## config.mk

```make
export PLATFORM = sky130hd
export DESIGN_NAME = stcp_cordic
export DESIGN_NICKNAME = d
export VERILOG_FILES = /design/src/sv/spherical_to_cartesian_point_assert.svh /design/src/sv/stcp_pkg.sv /design/src/sv/stcp_cordic.sv
export SDC_FILE = /design/constraint.sdc
export NUM_CORES = 2
export LEC_CHECK = 0
export BUFFER_PORTS_ARGS = -buffer_cell sky130_fd_sc_hd__buf_2
export CAP_MARGIN = 10
export CORE_MARGIN = 4
export CORE_UTILIZATION = 30
export DETAILED_ROUTE_END_ITERATION = 10
export PLACE_DENSITY = 0.55
export SYNTH_ARGS = -nofsm -noshare
export SYNTH_HDL_FRONTEND = slang
export SYNTH_SLANG_ARGS = --single-unit
```

## constraint.sdc

```tcl
create_clock -name clk_i -period 7.7 [get_ports clk_i]
set_clock_uncertainty 0.1 [all_clocks]
set_input_delay 1.155 -clock clk_i [delete_from_list [all_inputs] [get_ports clk_i]]
set_output_delay 1.155 -clock clk_i [all_outputs]
set_load 0.005 [all_outputs]
```

## src/sv/spherical_to_cartesian_point_assert.svh

```systemverilog
// Assertion macros for the spherical-to-Cartesian converter.
// Included by the top level; expects clk_i and rst_ni in scope.
`ifndef SPHERICAL_TO_CARTESIAN_POINT_ASSERT_SVH
`define SPHERICAL_TO_CARTESIAN_POINT_ASSERT_SVH

// same-cycle implication
`define STCP_ASSERT_IMPL(lbl, ante, cons, msg) \
  lbl: assert property (@(posedge clk_i) disable iff (!rst_ni) (ante) |-> (cons)) \
    else $error(msg);

// next-cycle implication
`define STCP_ASSERT_NEXT(lbl, ante, cons, msg) \
  lbl: assert property (@(posedge clk_i) disable iff (!rst_ni) (ante) |=> (cons)) \
    else $error(msg);

`endif

```

## src/sv/stcp_pkg.sv

```systemverilog
// Shared constants and types for the spherical-to-Cartesian converter.
// No dependencies.
`default_nettype none
package stcp_pkg;

  typedef logic signed [31:0] trig_t;

  localparam int ATAN_ENTRIES = 24;
  localparam trig_t CORDIC_X0 = 32'sh26DD3B6A; // 1/K in Q1.30
  localparam trig_t TRIG_ONE  = 32'sh40000000;

  // atan(2^-i) in 2^-32 turn units
  localparam trig_t ATAN_TURNS [ATAN_ENTRIES] = '{
    32'sh20000000, 32'sh12E4051D, 32'sh09FB385B, 32'sh051111D4, 32'sh028B0D43,
    32'sh0145D7E1, 32'sh00A2F61E, 32'sh00517C55, 32'sh0028BE53, 32'sh00145F2F,
    32'sh000A2F98, 32'sh000517CC, 32'sh00028BE6, 32'sh000145F3, 32'sh0000A2F9,
    32'sh0000517C, 32'sh000028BE, 32'sh0000145F, 32'sh00000A2F, 32'sh00000517,
    32'sh0000028B, 32'sh00000145, 32'sh000000A2, 32'sh00000051
  };

endpackage
`default_nettype wire

```

## src/sv/stcp_cordic.sv

```systemverilog
// Pipelined rotation CORDIC: sine and cosine of a binary angle, Q1.30.
// Depends on stcp_pkg; input and output are registered.
`default_nettype none
module stcp_cordic #(
  parameter int ANGLE_BITS = 16,
  parameter int STAGES     = 16
) (
  input  wire logic                  clk_i,
  input  wire logic                  en_i,
  input  wire logic [ANGLE_BITS-1:0] angle_i,
  output stcp_pkg::trig_t            sin_o,
  output stcp_pkg::trig_t            cos_o
);
  import stcp_pkg::*;

  trig_t x_q [STAGES+1];
  trig_t y_q [STAGES+1];
  trig_t z_q [STAGES+1];
  logic  flip_q [STAGES+1];

  logic [31:0] turn;
  logic        flip;

  // fold quadrants 2 and 3 onto 4 and 1; negate at the end
  always_comb begin
    turn = 32'(angle_i) << (32 - ANGLE_BITS);
    flip = (turn[31:30] == 2'b01) || (turn[31:30] == 2'b10);
    if (flip) turn = turn ^ 32'h8000_0000;
  end

  always_ff @(posedge clk_i) begin
    if (en_i) begin
      x_q[0]    <= CORDIC_X0;
      y_q[0]    <= '0;
      z_q[0]    <= trig_t'(turn);
      flip_q[0] <= flip;
    end
  end

  for (genvar i = 0; i < STAGES; i++) begin : g_stage
    always_ff @(posedge clk_i) begin
      if (en_i) begin
        flip_q[i+1] <= flip_q[i];
        if (z_q[i] >= 0) begin
          x_q[i+1] <= x_q[i] - (y_q[i] >>> i);
          y_q[i+1] <= y_q[i] + (x_q[i] >>> i);
          z_q[i+1] <= z_q[i] - ATAN_TURNS[i];
        end else begin
          x_q[i+1] <= x_q[i] + (y_q[i] >>> i);
          y_q[i+1] <= y_q[i] - (x_q[i] >>> i);
          z_q[i+1] <= z_q[i] + ATAN_TURNS[i];
        end
      end
    end
  end

  trig_t cos_d, sin_d;

  always_comb begin
    cos_d = flip_q[STAGES] ? -x_q[STAGES] : x_q[STAGES];
    sin_d = flip_q[STAGES] ? -y_q[STAGES] : y_q[STAGES];
    if (cos_d > TRIG_ONE)  cos_d = TRIG_ONE;
    if (cos_d < -TRIG_ONE) cos_d = -TRIG_ONE;
    if (sin_d > TRIG_ONE)  sin_d = TRIG_ONE;
    if (sin_d < -TRIG_ONE) sin_d = -TRIG_ONE;
  end

  always_ff @(posedge clk_i) begin
    if (en_i) begin
      cos_o <= cos_d;
      sin_o <= sin_d;
    end
  end
endmodule
`default_nettype wire

```

==> flow_summary.ini <==
[outcome]
status = completed

[layout]
layout_common_cells = edfxtp_1 (1440), ha_1 (1237), xnor2_1 (1194)
nNetsFinal = 13840
area_growth_pct = 10.13
drive_gt1_share_pct = 4.793
final_common_cell = edfxtp_1

[die]
core-area_um2 = 396000
die_y_um = 638.5
die_area_um2 = 407700
ios = 82
rows = 231
dieWidth_um = 638.5
initial_utilization_pct = 30.12

[worst_setup_path]
arrival_ns = 6.54
cpPeakStageDelay_ns = 0.75
crit_path_start_kind = primary input
crit_slowest_cell = and2_2
worstSetupEndpointType = flop
path_common_cell = o21ai_0
crit_type = in -> reg
worstPathRequired_ns = 8.19
path_cells = buf_12 > and2_2 > inv_2 > o21ai_0 > inv_1 > ha_1 > nor2b_1 > o21a_1 > o21ai_0 > a31oi_1 > nand4_1 > nand3b_1 > a2111oi_0 > o31ai_1 > o41ai_1 > o21ai_0 > xnor2_1
crit_fanout = 70

[grt]
grt_pass1_vias = 87760
antenna_found_initial = 8
grt_max_degree = 153
grt_first_pass_wirelength_um = 482100
grt-ovfl-total = 0
track_usage_pct = 14.39

[timing]
fmax_mhz = 165.3
maxSlewHeadroom_pct = 22.73
hold_violations = 0
rsz0062_at_grt = false
tightest_slew_ns = 1.152
finalCritPeriodShare_pct = 78.56
finalCriticalPeriod_ns = 6.049
setup_viol = 0
fin_tns_setup_ns = 0
slew_violations = 0

[clock_tree]
tritoncts = built
clockRootBuffer = clkbuf_16
cts-hold-fix-buffers = 0
cts_resized = 0
cts_sinks = 1440
cts_max_level = 4
clk_pin_slew_ns = 0.07
clk_latency_ns = 0.86
numCtsBuffers = 171
cts_buffer_depth = 4
post_cts_buffers = 0

[drt]
num_vias = 91120
wirelength_um = 304900
drt-pass1-iter-count = 5
drc = 0
drt-wirelength-per-cell_um = 17.01
viasPerCell = 5.083
postRouteAntennaNets = 0
drt_iter0_markers = 5116

[yosys]
async_flop_share_pct = 0
synth_ff_type = edfxtp_1
synth_largest_area_cell = edfxtp_1
netlist_area_um2 = 119300
netlist_instances = 12500
netlist_top_cells_area = edfxtp_1 (36%), ha_1 (13%), xnor2_1 (8.8%)
synth_edf_count = 1440
ys_warn_count = 0
seq_area_frac_synth_pct = 36.26
synth.distinct_cells = 95
synth_nets = 13790
ys_seq_elements = 1440
synth_top_cell_area_share_pct = 36.26
syn_avg_cell_area_um2 = 9.541

[placement]
hpwl_um = 240400
port_buffers = 81
place_congestion = 0.8919

[job]
drv_cap = 0

[worst_hold_path]
hold_class = reg -> reg
[logic make-up after synthesis]
| family | Yosys count | share of synthesized area [%] |
|---|---|---|
| compound gates | 3603 | 19.22 |
| simple gates | 3474 | 14.15 |
| xor+xnor | 1787 | 13.13 |
| flops | 1440 | 36.26 |
| fa+ha+maj | 1287 | 13.71 |
| buf+inv | 799 | 2.542 |
| mux | 111 | 0.9935 |
[sequential cells by signal (all words and copies together), names as in the netlist]
register and count:
x_q 456, z_q 422, flip_q 17, y_q 481
sin_o 32, cos_o 32
[layer usage]
layer	routed length, um	GRT usage, %	up-vias
met1	136400	18.29	42860
met2	149700	25.72	1436
met5	14	0	-
met3	9833	1.359	429
li1	-	-	46400
met4	8962	4.211	2
[stage by stage]
stage	hold WS, ns	setup WS (ns)	area [um2]	instances	util, %
after floorplan	0.3003	1.635	119300	12500	-
after global placement	0.3012	0.8185	125800	17620	31.76
after detailed placement	0.3045	0.8690	125800	17620	31.76
after CTS	0.3055	1.564	131400	17930	33.17
after global routing	0.3232	1.285	131400	17930	33.17
final	0.3153	1.651	131400	17930	33.17
[critical path: cells and delay by family]
kind | cells | cell delay (ns)
AND/OR/NAND/NOR | 4 | 1.25
adder cells (fa/ha/maj) | 1 | 0.27
AO/OA/AOI/OAI | 8 | 2.62
XOR/XNOR | 1 | 0.15
buffers and inverters | 3 | 0.85
[final timing paths]
check | startpoint | endpoint | slack [ns] | cells past startpoint
max | en_i | y_q[10][31]$_DFFE_PP_ | 1.65 | 17
min reg2reg | flip_q[10]$_DFFE_PP_ | flip_q[11]$_DFFE_PP_ | 0.32 | 0
max reg2reg | z_q[14][18]$_DFFE_PP_ | x_q[15][28]$_DFFE_PP_ | 1.66 | 18
min | flip_q[10]$_DFFE_PP_ | flip_q[11]$_DFFE_PP_ | 0.32 | 0
[cell type report]
cell class / instances / area, um2
multi-input combinational: 10260 / 73010
timing repair buffer: 148 / 960.9
clock inverter: 100 / 1099
tap: 5242 / 6559
clock buffer: 207 / 4499
sequential: 1440 / 43240
fill: 40740 / 264600
inverter: 528 / 1982
antenna: 1 / 2.502
[cell usage after synthesis, types with 192 or more instances]
cell,number
nor2_1,1059
nand3_1,228
edfxtp_1,1440
ha_1,1237
xnor2_1,1194
clkbuf_1,218
o21a_1,193
a21oi_1,1177
nand2_1,729
inv_1,519
nor3_1,359
a21o_1,493
nand2b_1,192
xor2_1,592
o21ai_0,667
Power is left out: the tool's default activity adds up to more than one toggle a clock period on the data nets, which glitch-free logic cannot reach.
