===== src/sv/spherical_to_cartesian_point_assert.svh =====
// Assertion macros for the spherical-to-Cartesian converter.
// Included by the top level; expects clk_i and rst_ni in scope.
`ifndef SPHERICAL_TO_CARTESIAN_POINT_ASSERT_SVH
`define SPHERICAL_TO_CARTESIAN_POINT_ASSERT_SVH

// same-cycle implication
`define STCP_ASSERT_IMPL(lbl, ante, cons, msg) \
  lbl: assert property (@(posedge clk_i) disable iff (!rst_ni) (ante) |-> (cons)) \
    else $error(msg);

// next-cycle implication
`define STCP_ASSERT_NEXT(lbl, ante, cons, msg) \
  lbl: assert property (@(posedge clk_i) disable iff (!rst_ni) (ante) |=> (cons)) \
    else $error(msg);

`endif


===== src/sv/stcp_pkg.sv =====
// Shared constants and types for the spherical-to-Cartesian converter.
// No dependencies.
`default_nettype none
package stcp_pkg;

  typedef logic signed [31:0] trig_t;

  localparam int ATAN_ENTRIES = 24;
  localparam trig_t CORDIC_X0 = 32'sh26DD3B6A; // 1/K in Q1.30
  localparam trig_t TRIG_ONE  = 32'sh40000000;

  // atan(2^-i) in 2^-32 turn units
  localparam trig_t ATAN_TURNS [ATAN_ENTRIES] = '{
    32'sh20000000, 32'sh12E4051D, 32'sh09FB385B, 32'sh051111D4, 32'sh028B0D43,
    32'sh0145D7E1, 32'sh00A2F61E, 32'sh00517C55, 32'sh0028BE53, 32'sh00145F2F,
    32'sh000A2F98, 32'sh000517CC, 32'sh00028BE6, 32'sh000145F3, 32'sh0000A2F9,
    32'sh0000517C, 32'sh000028BE, 32'sh0000145F, 32'sh00000A2F, 32'sh00000517,
    32'sh0000028B, 32'sh00000145, 32'sh000000A2, 32'sh00000051
  };

endpackage
`default_nettype wire


===== src/sv/stcp_mul_q30.sv =====
// Two-stage signed scale by a Q1.30 factor, truncating toward zero.
// Depends on stcp_pkg. Magnitude product split at bit 24 of the value.
`default_nettype none
module stcp_mul_q30 #(
  parameter int VW = 33
) (
  input  wire logic                 clk_i,
  input  wire logic                 en_i,
  input  wire logic signed [VW-1:0] v_i,
  input  wire stcp_pkg::trig_t      f_i,
  output logic signed [VW-1:0]      p_o
);
  import stcp_pkg::*;

  localparam int AW = VW - 1;
  localparam int PW = (AW > 24) ? AW : 25;
  localparam int HW = PW - 24;
  localparam int QW = HW + 32;

  logic [VW-1:0]   mag_v_full;
  logic [PW-1:0]   mag_v;
  logic [31:0]     mag_f_full;
  logic [30:0]     mag_f;
  logic [HW+30:0]  hi_prod_q;
  logic [54:0]     lo_prod_q;
  logic            neg_q;
  logic [QW-1:0]   q_sum;
  logic [AW-1:0]   mag;

  always_comb begin
    mag_v_full = v_i[VW-1] ? VW'(-v_i) : VW'(v_i);
    mag_v      = PW'(mag_v_full[AW-1:0]);
    mag_f_full = f_i[31] ? 32'(-f_i) : 32'(f_i);
    mag_f      = mag_f_full[30:0];
  end

  always_ff @(posedge clk_i) begin
    if (en_i) begin
      hi_prod_q <= (HW+31)'(mag_v[PW-1:24]) * (HW+31)'(mag_f);
      lo_prod_q <= 55'(mag_v[23:0]) * 55'(mag_f);
      neg_q     <= v_i[VW-1] ^ f_i[31];
    end
  end

  always_comb begin
    q_sum = QW'(hi_prod_q) + QW'(lo_prod_q[54:24]);
    mag   = q_sum[AW+5:6];
  end

  always_ff @(posedge clk_i) begin
    if (en_i) p_o <= neg_q ? -$signed({1'b0, mag}) : $signed({1'b0, mag});
  end
endmodule
`default_nettype wire


===== config.mk =====
export PLATFORM = sky130hd
export DESIGN_NAME = stcp_mul_q30
export DESIGN_NICKNAME = d
export VERILOG_FILES = /design/src/sv/spherical_to_cartesian_point_assert.svh /design/src/sv/stcp_pkg.sv /design/src/sv/stcp_mul_q30.sv
export SDC_FILE = /design/constraint.sdc
export NUM_CORES = 2
export LEC_CHECK = 0
export ABC_AREA = 1
export BUFFER_PORTS_ARGS = -buffer_cell sky130_fd_sc_hd__buf_4
export CAP_MARGIN = 5
export CORE_MARGIN = 4
export CORE_UTILIZATION = 60
export DETAILED_ROUTE_END_ITERATION = 10
export GPL_TIMING_DRIVEN = 0
export PLACE_DENSITY_LB_ADDON = 0.2
export REMOVE_ABC_BUFFERS = 1
export SYNTH_ARGS = -nofsm -noshare
export SYNTH_HDL_FRONTEND = slang
export SYNTH_SLANG_ARGS = --single-unit

===== constraint.sdc =====
create_clock -name clk_i -period 23 [get_ports clk_i]
set_clock_uncertainty 0.1 [all_clocks]
set_input_delay 4.6 -clock clk_i [delete_from_list [all_inputs] [get_ports clk_i]]
set_output_delay 4.6 -clock clk_i [all_outputs]
set_load 0.01 [all_outputs]

==> results.md <==
| Item | This run |
| --- | --- |
| Result of the run | complete, no violations |
| CTS H-tree lvls | 3 |
| Remaining global-route overflow | 0 |
| Layout filler cell count | 5691 |
| Tightest Hold Check Type | reg -> reg |
| Post-route cell area | 41700 um2 |
| Worst hold path startpoint | hi_prod_q[36]$_DFFE_PP_ |
| Share of cells above drive strength 1 | 4.74% |
| Placeable core region | 64800 um2 |
| Post-synthesis instance area | 39500 um2 |
| Number of synthesized flops with an enable pin | 103 |
| Via density | 5.67 |
| Remaining number of nets flagged by the antenna check after routing | 0 |
| Setup tns final | 0 ps |
| Via count of the routed design | 34.2k |
| TritonCTS clock tree | yes |
| Detailed Routing Iterations Pass 1 | 6 |
| Cell count after synthesis | 5188 |
| Die W | 265 um |
| Cell with the biggest individual delay on the critical path | sky130_fd_sc_hd__clkinv_1 |
| Share of synthesized area occupied by flip-flops and latches | 7.83% |
| Area taken by multi-input logic gates | 31200 um2 |
| Instance count along the most critical hold path | 3 |
| Ys flop type | sky130_fd_sc_hd__edfxtp_1 |
| Sequential cell area | 3090 um2 |
| Measured slew at the worst slew-check pin | 1460 ps |
| Yosys warns | 0 |
| Clock Latency Late Sink | 360 ps |
| Via count of the first global-routing pass | 35.4k |
| RSZ-0062 raised after global routing | false |
| Biggest area consumer among synthesized cells | sky130_fd_sc_hd__fa_1 |
| Count of input and output buffers | 99 |
| Clock sink count | 103 |
| Critical Path Source | f_i[0] |
| Area grow syn2layout | 5.64% |
| Cts hold-fix bufs | 0 |
| Main area contributors after synthesis | sky130_fd_sc_hd__fa_1, sky130_fd_sc_hd__nand2_1, sky130_fd_sc_hd__inv_1 |
| Slowest cell delay on critical path | 1000 ps |
| Arrival @ worst endpoint | 15010 ps |
| Worst Setup Path Type | in -> reg |
| Largest net degree at the start of global routing | 104 |
| Number of placed I/O pins | 100 |
| Post-synthesis average cell area | 7.61 um2 |
| Post-CTS setup-driven buffer insertion count | 0 |
| Share of the clock period used by the worst path | 65.3% |
| Placer Congestion | 1.05 |
| DPL Wire Length | 100000 um |
| Worst-path maximum fanout | 24 |
| Initial Util | 60.9% |
| Count of endpoints failing hold in the final timing report | 0 |
| Slew HR | 2.58% |
| Clock Path Buffers | 2 |
| Post-route DRC | 0 |
| Req. time, crit path | 22990 ps |
| Number of synthesized register bits | 103 |
| Maxcap violations | 0 |
| Final number of max-transition violations | 0 |
| Library cell appearing most often on the critical path | sky130_fd_sc_hd__fa_1 |
| Top cells by count, synth | sky130_fd_sc_hd__nand2_1, sky130_fd_sc_hd__inv_1, sky130_fd_sc_hd__fa_1 |
| Async set-or-reset flop fraction in the synthesized netlist | 0% |
| Routed WL per cell | 20.4 um |
| Kind of capture point of the worst setup path | flip-flop |
| Area share of the leading cell type in the synthesized netlist | 41.0% |
| # nets final | 6306 |
| Number of gates resized after cts | 0 |
| Buffer type at the clock tree root | sky130_fd_sc_hd__clkbuf_16 |
| Number of design-rule violations left by the first detailed-router iteration | 2924 |
| Most repeated cell in the gate-level netlist after synthesis | sky130_fd_sc_hd__nand2_1 |
| Cell Rows | 93 |
| Total routed wirelength | 123000 um |
| Total GRT Usage | 35.8% |
| Clock-pin transition on the worst setup and hold timing paths | 80 ps |
| First-pass GRT wire length | 195000 um |
| Register-to-Register Path Depth | 16 |
| Kind of launch point of the worst setup path | input port |
| Y dimension of the die | 265 um |
| Achievable frequency | 66.6 MHz |
| Setup violations, final | 0 |
| Least setup slack across all paths after layout | 7970 ps |
| Min Clock Period, post-route | 15030 ps |
| CTS buffer count | 9 |
| Reg-to-reg critical path startpoint | hi_prod_q[19]$_DFFE_PP_ |
| Die area | 70000 um2 |
| Area after DPL | 41200 um2 |
| Count of distinct cell types in the synthesized netlist | 55 |
| Worst setup timing slack at the placement stage | 8020 ps |
| Number of antenna violations at the first check in global routing | 3 |
-- flip-flops by register name, summed over array words and instances, names as in the netlist --
| signal | count |
|---|---|
| lo_prod_q | 31 |
| hi_prod_q | 38 |
| neg_q | 1 |
| p_o | 33 |
-- metrics by stage --
stage / instances / util (%) / hold slack [ps]
after floorplan: 5030 / - / 565
after global placement: 5984 / 62.7 / 684
after detailed placement: 5999 / 63.6 / 697
after CTS: 6015 / 64.0 / 713
after global routing: 6024 / 64.4 / 795
final: 6025 / 64.4 / 716
-- path summary, 6_finish.rpt --
check                                 end  slack [ps]
setup / recovery  lo_prod_q[51]$_DFFE_PP_        7970
hold / removal          p_o[30]$_DFFE_PP_         720
setup reg to reg        p_o[27]$_DFFE_PP_       19460
hold reg to reg         p_o[30]$_DFFE_PP_         720
-- placed cells by master, fill, tap and decap left out, types with 23 or more instances in the layout --
cell type / count
sky130_fd_sc_hd__buf_4: 99
sky130_fd_sc_hd__nor2_1: 609
sky130_fd_sc_hd__inv_1: 1202
sky130_fd_sc_hd__nand2_1: 1295
sky130_fd_sc_hd__fa_1: 808
sky130_fd_sc_hd__nand4_1: 30
sky130_fd_sc_hd__ha_1: 267
sky130_fd_sc_hd__a21oi_1: 132
sky130_fd_sc_hd__xor2_1: 70
sky130_fd_sc_hd__nor3_1: 28
sky130_fd_sc_hd__o21ai_0: 81
sky130_fd_sc_hd__nand3_1: 126
sky130_fd_sc_hd__edfxtp_1: 103
sky130_fd_sc_hd__xnor2_1: 23
-- critical path: cells and delay by family --
| kind | cells | cell delay [ps] |
|---|---|---|
| fa+ha+maj | 9 | 4290 |
| simple gates | 11 | 2530 |
| buf+inv | 8 | 1950 |
| compound gates | 5 | 1580 |
-- layout make-up --
| type | instances | share of cell area (%) |
|---|---|---|
| multi-input cells | 3686 | 74.9 |
| inverters | 1241 | 11.2 |
| flip-flops and latches | 103 | 7.41 |
| repair buffers | 123 | 3.24 |
| well taps | 855 | 2.56 |
| clock buffers | 9 | 0.540 |
| clock inverters | 7 | 0.213 |
| diodes | 1 | 0.00600 |
-- logic make-up after synthesis --
group                    Yosys count  synth area share (%)
XOR/XNOR                         105                  2.41
AND/OR/NAND/NOR                 2197                  22.4
adder cells (fa/ha/maj)         1075                  49.4
flip-flops                       103                  7.83
AO/OA/AOI/OAI                    309                  4.43
buffers and inverters           1399                  13.5
-- metal layers --
metal | up-vias | routed length, um | track usage [%] | share of wire (%)
li1 | 15208 | - | - | -
met1 | 16744 | 48200 | 48.8 | 39
met2 | 1881 | 53500 | 54.8 | 43
met3 | 332 | 15400 | 10.4 | 13
met4 | 2 | 6050 | 13.8 | 4.9
met5 | - | 10 | 0 | 0.0081
Power is left out: the tool's default activity adds up to more than one toggle a clock period on the data nets, which glitch-free logic cannot reach.
